`config.mk`:
```
export PLATFORM = sky130hd
export DESIGN_NAME = tbp_ctrl
export DESIGN_NICKNAME = d
export VERILOG_FILES = /design/src/tbp_pkg.sv /design/src/tbp_ctrl.sv
export VERILOG_INCLUDE_DIRS = /design/src /design/src/src
export SDC_FILE = /design/constraint.sdc
export NUM_CORES = 1
export LEC_CHECK = 0
export ABC_AREA = 1
export BUFFER_PORTS_ARGS = -buffer_cell sky130_fd_sc_hd__buf_2
export CORE_ASPECT_RATIO = 0.8
export CORE_UTILIZATION = 44
export DETAILED_ROUTE_END_ITERATION = 7
export PLACE_DENSITY = 0.8
export SLEW_MARGIN = 20
export SYNTH_ARGS = -nofsm -noshare
export SYNTH_HDL_FRONTEND = slang
export SYNTH_SLANG_ARGS = --single-unit
```
`constraint.sdc`:
```
create_clock -name i_clk -period 1.93 [get_ports i_clk]
set_input_delay 0.2895 -clock i_clk [delete_from_list [all_inputs] [get_ports i_clk]]
set_output_delay 0.2895 -clock i_clk [all_outputs]
set_load 0.02 [all_outputs]
```
`src/assert_macros.svh`:
```
// ---------------------------------------------------------------------------
// Assertion macros
// Shared wrappers for the concurrent assertions of the predictor.
// ---------------------------------------------------------------------------
`ifndef ASSERT_MACROS_SVH
`define ASSERT_MACROS_SVH

// Checked on every rising edge while reset is released.
`define TBP_ASSERT(label, clk, rst_n, prop) \
    label: assert property (@(posedge clk) disable iff (!(rst_n)) (prop)) \
        else $error("predictor assertion failed");

// Checked on every rising edge, reset included.
`define TBP_ASSERT_ALWAYS(label, clk, prop) \
    label: assert property (@(posedge clk) (prop)) \
        else $error("predictor assertion failed");

`endif

```
`src/tbp_pkg.sv`:
```
// ---------------------------------------------------------------------------
// Tournament branch predictor package
// Counter type, table defaults, memory control struct and counter helpers.
// ---------------------------------------------------------------------------
package tbp_pkg;

    typedef logic [1:0] t_ctr;

    localparam t_ctr CTR_RESET = 2'd2;
    localparam t_ctr CTR_MAX   = 2'd3;
    localparam t_ctr CTR_MIN   = 2'd0;

    localparam int GSHARE_ENTRIES_DEF  = 4096;
    localparam int BIMODAL_ENTRIES_DEF = 1024;
    localparam int CHOOSER_ENTRIES_DEF = 4096;
    localparam int HISTORY_BITS_DEF    = 6;

    localparam int PC_W = 32;

    // Read enable, write enable and write data of one counter memory.
    typedef struct packed {
        logic rd_en;
        logic wr_en;
        t_ctr wr_data;
    } t_ram_ctl;

    // Saturating move of a two-bit counter.
    function automatic t_ctr ctr_train(input t_ctr c, input logic up);
        t_ctr res;
        if (up) begin
            res = (c == CTR_MAX) ? CTR_MAX : c + 2'd1;
        end else begin
            res = (c == CTR_MIN) ? CTR_MIN : c - 2'd1;
        end
        return res;
    endfunction

    // Upper half of the range means taken (or, for the chooser, bimodal).
    function automatic logic ctr_high(input t_ctr c);
        return c[1];
    endfunction

endpackage

```
`src/tbp_ctrl.sv`:
```
// ---------------------------------------------------------------------------
// Predictor control
// Clearing pass, index forming, prediction, training and global history.
// ---------------------------------------------------------------------------
`include "assert_macros.svh"

module tbp_ctrl #(
    parameter int GSHARE_ENTRIES  = tbp_pkg::GSHARE_ENTRIES_DEF,
    parameter int BIMODAL_ENTRIES = tbp_pkg::BIMODAL_ENTRIES_DEF,
    parameter int CHOOSER_ENTRIES = tbp_pkg::CHOOSER_ENTRIES_DEF,
    parameter int HISTORY_BITS    = tbp_pkg::HISTORY_BITS_DEF
) (
    input  logic                               i_clk,
    input  logic                               i_rst_n,
    input  logic                               i_start,
    output logic                               o_busy,
    input  logic [tbp_pkg::PC_W-1:0]           i_pc,
    input  logic                               i_taken,
    output tbp_pkg::t_ram_ctl                  o_g_ctl,
    output logic [$clog2(GSHARE_ENTRIES)-1:0]  o_g_rd_addr,
    output logic [$clog2(GSHARE_ENTRIES)-1:0]  o_g_wr_addr,
    input  tbp_pkg::t_ctr                      i_g_rd_data,
    output tbp_pkg::t_ram_ctl                  o_b_ctl,
    output logic [$clog2(BIMODAL_ENTRIES)-1:0] o_b_rd_addr,
    output logic [$clog2(BIMODAL_ENTRIES)-1:0] o_b_wr_addr,
    input  tbp_pkg::t_ctr                      i_b_rd_data,
    output tbp_pkg::t_ram_ctl                  o_c_ctl,
    output logic [$clog2(CHOOSER_ENTRIES)-1:0] o_c_rd_addr,
    output logic [$clog2(CHOOSER_ENTRIES)-1:0] o_c_wr_addr,
    input  tbp_pkg::t_ctr                      i_c_rd_data,
    output logic                               o_result_valid,
    output logic                               o_predicted_taken,
    output logic                               o_used_bimodal,
    output logic                               o_mispredicted
);
    import tbp_pkg::*;

    localparam int GW      = $clog2(GSHARE_ENTRIES);
    localparam int BW      = $clog2(BIMODAL_ENTRIES);
    localparam int CW      = $clog2(CHOOSER_ENTRIES);
    localparam int GB_MAX  = (GSHARE_ENTRIES > BIMODAL_ENTRIES) ? GSHARE_ENTRIES
                                                                 : BIMODAL_ENTRIES;
    localparam int MAX_ENT = (GB_MAX > CHOOSER_ENTRIES) ? GB_MAX : CHOOSER_ENTRIES;
    localparam int CLR_W   = $clog2(MAX_ENT);

    typedef enum logic [1:0] {
        S_CLEAR,
        S_IDLE,
        S_UPD
    } t_state;

    t_state                  r_state, n_state;
    logic [CLR_W-1:0]        r_clr_idx, n_clr_idx;
    logic [HISTORY_BITS-1:0] r_hist, n_hist;
    logic [GW-1:0]           r_gidx, n_gidx;
    logic [BW-1:0]           r_bidx, n_bidx;
    logic [CW-1:0]           r_cidx, n_cidx;
    logic                    r_taken, n_taken;
    logic                    r_valid, n_valid;
    logic                    r_pred, n_pred;
    logic                    r_used_bim, n_used_bim;
    logic                    r_mis, n_mis;

    logic                    accept;
    logic                    clearing;
    logic                    use_bim;
    logic                    pred;
    logic                    correct;
    logic [PC_W-1:0]         hist_ext;

    assign accept   = i_start && (r_state == S_IDLE);
    assign clearing = (r_state == S_CLEAR);
    assign hist_ext = PC_W'(r_hist);

    // Prediction from the counters read for the request in flight.
    assign use_bim = ctr_high(i_c_rd_data);
    assign pred    = use_bim ? ctr_high(i_b_rd_data) : ctr_high(i_g_rd_data);
    assign correct = (pred == r_taken);

    always_comb begin
        n_state    = r_state;
        n_clr_idx  = r_clr_idx;
        n_hist     = r_hist;
        n_gidx     = r_gidx;
        n_bidx     = r_bidx;
        n_cidx     = r_cidx;
        n_taken    = r_taken;
        n_valid    = 1'b0;
        n_pred     = r_pred;
        n_used_bim = r_used_bim;
        n_mis      = r_mis;
        case (r_state)
            S_CLEAR: begin
                n_clr_idx = r_clr_idx + CLR_W'(1);
                if (r_clr_idx == CLR_W'(MAX_ENT - 1)) begin
                    n_state = S_IDLE;
                end
            end
            S_IDLE: begin
                if (accept) begin
                    n_gidx  = GW'(i_pc ^ hist_ext);
                    n_bidx  = i_pc[BW-1:0];
                    n_cidx  = i_pc[CW-1:0];
                    n_taken = i_taken;
                    n_hist  = HISTORY_BITS'({r_hist, i_taken});
                    n_state = S_UPD;
                end
            end
            S_UPD: begin
                n_valid    = 1'b1;
                n_pred     = pred;
                n_used_bim = use_bim;
                n_mis      = !correct;
                n_state    = S_IDLE;
            end
            default: begin
                n_state = S_CLEAR;
            end
        endcase
    end

    always_ff @(posedge i_clk) begin
        if (!i_rst_n) begin
            r_state   <= S_CLEAR;
            r_clr_idx <= '0;
            r_hist    <= '0;
            r_valid   <= 1'b0;
        end else begin
            r_state   <= n_state;
            r_clr_idx <= n_clr_idx;
            r_hist    <= n_hist;
            r_valid   <= n_valid;
        end
        r_gidx     <= n_gidx;
        r_bidx     <= n_bidx;
        r_cidx     <= n_cidx;
        r_taken    <= n_taken;
        r_pred     <= n_pred;
        r_used_bim <= n_used_bim;
        r_mis      <= n_mis;
    end

    // Memory control: read on accept, write back in the update cycle, write the reset value while clearing.
    always_comb begin
        o_g_ctl.rd_en   = accept;
        o_b_ctl.rd_en   = accept;
        o_c_ctl.rd_en   = accept;
        o_g_ctl.wr_en   = clearing || (r_state == S_UPD);
        o_b_ctl.wr_en   = clearing || (r_state == S_UPD);
        o_c_ctl.wr_en   = clearing || (r_state == S_UPD);
        o_g_ctl.wr_data = clearing ? CTR_RESET : ctr_train(i_g_rd_data, r_taken);
        o_b_ctl.wr_data = clearing ? CTR_RESET : ctr_train(i_b_rd_data, r_taken);
        o_c_ctl.wr_data = clearing ? CTR_RESET : ctr_train(i_c_rd_data, use_bim == correct);
    end

    assign o_g_rd_addr = GW'(i_pc ^ hist_ext);
    assign o_b_rd_addr = i_pc[BW-1:0];
    assign o_c_rd_addr = i_pc[CW-1:0];
    assign o_g_wr_addr = clearing ? r_clr_idx[GW-1:0] : r_gidx;
    assign o_b_wr_addr = clearing ? r_clr_idx[BW-1:0] : r_bidx;
    assign o_c_wr_addr = clearing ? r_clr_idx[CW-1:0] : r_cidx;

    assign o_busy            = (r_state != S_IDLE);
    assign o_result_valid    = r_valid;
    assign o_predicted_taken = r_pred;
    assign o_used_bimodal    = r_used_bim;
    assign o_mispredicted    = r_mis;

    `TBP_ASSERT(a_valid_after_upd, i_clk, i_rst_n, r_valid |-> $past(r_state == S_UPD))
    `TBP_ASSERT(a_accept_to_upd, i_clk, i_rst_n, accept |=> (r_state == S_UPD))
    `TBP_ASSERT(a_hist_only_on_accept, i_clk, i_rst_n, !accept |=> $stable(r_hist))
    `TBP_ASSERT(a_no_result_in_clear, i_clk, i_rst_n, clearing |-> !r_valid)

endmodule

```
==> results.txt <==
Hold crit path type = primary input to register
Dpl cell area = 2521 um^2
Core area = 5007 um^2
Leakage = 0.001282 uW
Final Util = 0.5195
TritonCTS buffer count = 5
Drt drc = 0
Worst reg-to-reg path cell count = 3
Grt ovf = 0
Cell area after layout = 2601 um^2
RSZ-0062 raised after global routing = false
Slew @ Worst Pin = 0.3896 ns
Hold endpoint = r_gidx[10]
Final setup vio count = 0
Worst path slowest cell = dfxtp_1
Synth-to-layout area growth = 14.04%
Pre-CTS setup slack = 0.3356 ns
Max Root-Sink Buffers = 2
Number of I/O port buffers = 106
Status = finished, final reports clean
CP Data Arrival Time = 1.47 ns
Max-Cap Viols = 0
# nets final = 382
Avg WL per Cell = 11.23 um
Tmin final = 1.756 ns
Die outline area = 5478 um^2
Placer congestion estimate = 0.8322
Final HPWL DP = 3309 um
Initial core utilization = 0.4555
Routed Wire Length = 4503 um
CP required = 1.64 ns
Slew headroom = 0.7400
Peak VDD IR = 0.4113 mV
Synth cell types = 22
Synth Instances = 277
Synthesis Warnings = 0
Worst clock skew = 0.002084 ns
Reg2reg start = r_state[0]
Number of H-tree levels = 2
CP Class = register to primary output
Max FO, Critical Path = 28
Setup crit start kind = register
PnR worst setup slack = 0.1736 ns
Ant. Diodes = 0
Fmax achieved = 569.4 MHz
Initial antenna violation count = 0
Final Slew Violations = 0
Via count = 1895
Hold depth = 1
First-pass GRT wire length = 6817 um
Cell breakdown of the critical path = nor2_4, inv_4, o21ai_0, a21oi_1, buf_2
Commonest non-fill, non-tap cell in the layout = buf_2
Hold buffers post-CTS = 0
Clk_lat worst skew = 0.29 ns
Post_cts resized = 0
Post-synthesis sequential area ratio = 0.4739
Hold Path Origin = i_pc[10]
Root Buffer = clkbuf_8
Vias in the first global route = 1495
Avg Cell Area, Syn = 8.234 um^2
Global router's overall resource usage = 0.1699
Critical Path End Type = primary output
Post-DR vias/cell = 4.726
Clock slew at reported path FFs = 0.07 ns
Yosys reg bits = 43
Setup bufs post-CTS = 0
Die Y = 66.40 um
Final-report hold violation count = 0
Share of cells above drive strength 1 = 0.3510
Worst r2r dst = r_taken
Rows = 23
Initial DRC count = 121
CTS tree = yes
Die width = 82.50 um
Most frequent cells in the layout = buf_2, nand2_1, nor2_1
Post-Layout Cell Count = 401
Antenna violation net count after detailed routing = 0
Largest net degree at the start of global routing = 29
Post-Syn Nets = 320
R2R setup slack = 0.50 ns
Final period util = 0.9100
Io pins = 127
DR pass1 iterations = 4
Mapped cell area = 2281 um^2
Setup TNS = 0 ns
Cells after DPL = 394
Largest stage delay, worst path = 0.45 ns
PD cells = 653.9 nW/um^2
Clk sinks = 43
[cells by family (layout without fill, tap and decap cells)]
| family | after synthesis | in the layout | synth area share |
|---|---|---|---|
| AO/OA/AOI/OAI | 31 | 31 | 0.07131 |
| XOR/XNOR | 6 | 6 | 0.02304 |
| adder cells (fa/ha/maj) | 1 | 1 | 0.005485 |
| buffers and inverters | 73 | 135 | 0.2024 |
| flip-flops | 43 | 43 | 0.4739 |
| AND/OR/NAND/NOR | 123 | 123 | 0.2238 |
[registers in the layout, indices dropped and copies added, names as in the netlist]
signal / cells
r_gidx: 12
r_taken: 1
r_bidx: 6
o_predicted_taken: 1
r_state: 2
o_mispredicted: 1
o_result_valid: 1
o_used_bimodal: 1
r_hist: 6
r_clr_idx: 12
[metrics by stage]
step                total power [uW]  hold slack [ns]
finish                          1701           0.1936
global placement                1188           0.4646
CTS                             1721           0.1849
global route                    1779           0.1892
detailed placement              1193           0.4723
floorplan                       1154           0.3884
[power by group]
group / switching [uW] / total [uW] / leakage (uW) / internal [uW]
Clock: 289 / 530 / 0.0000414 / 241
Combinational: 134 / 202 / 0.000873 / 67.2
Sequential: 5.96 / 969 / 0.000367 / 963
[worst max-delay path, delay by kind of cell, from the launching register on]
family,cells,cell delay [ns]
AOI/OAI and AO/OA,2,0.25
and+or+nand+nor,1,0.08
buffers and inverters,2,0.38
DFF,1,0.45
[cell type report]
type	instances	area [um^2]
timing repair buffer	109	553.0
inverter	19	73.82
clock inverter	2	8.758
fill	509	2406
multi-input combinational	161	738.2
clock buffer	5	68.82
tap	62	77.57
sequential	43	1081
[routing by layer]
layer  up-vias  global-route usage  wire length, um
li1        962                   -                -
met1       850              0.2138             2000
met2        76              0.2810             2080
met3         7             0.04414              364
met4         0             0.05819               57
met5         -                   0                0
[worst max-delay path by stage]
stage	start	to	slack (ns)	cells past startpoint
finish	r_state[0]	o_b_ctl[0]	0.17	5
global route	r_state[0]	o_g_ctl[0]	0.04	5
CTS	r_state[0]	o_g_ctl[0]	0.009	5
detailed placement	r_state[0]	o_b_ctl[0]	0.34	5
global placement	r_state[0]	o_b_ctl[0]	0.35	5
floorplan	r_state[0]	o_c_wr_addr[9]	0.005	5
[cell usage after synthesis]
master	count	area share
nand3_1	12	0.026
nand4_1	2	0.0055
nand2_1	79	0.13
a21oi_1	15	0.033
buf_2	3	0.0066
o21bai_1	1	0.0033
o211ai_1	1	0.0033
clkbuf_1	2	0.0033
nor2_4	1	0.0049
nor2_1	25	0.041
inv_2	1	0.0016
nand2_2	1	0.0027
xor2_1	6	0.023
dfxtp_1	21	0.18
nor3_1	2	0.0044
buf_4	49	0.16
inv_1	18	0.030
ha_1	1	0.0055
edfxtp_1	22	0.29
o21ai_0	13	0.029
nor2_8	1	0.0088
o21a_1	1	0.0033
(Power assumes the default switching activity.)
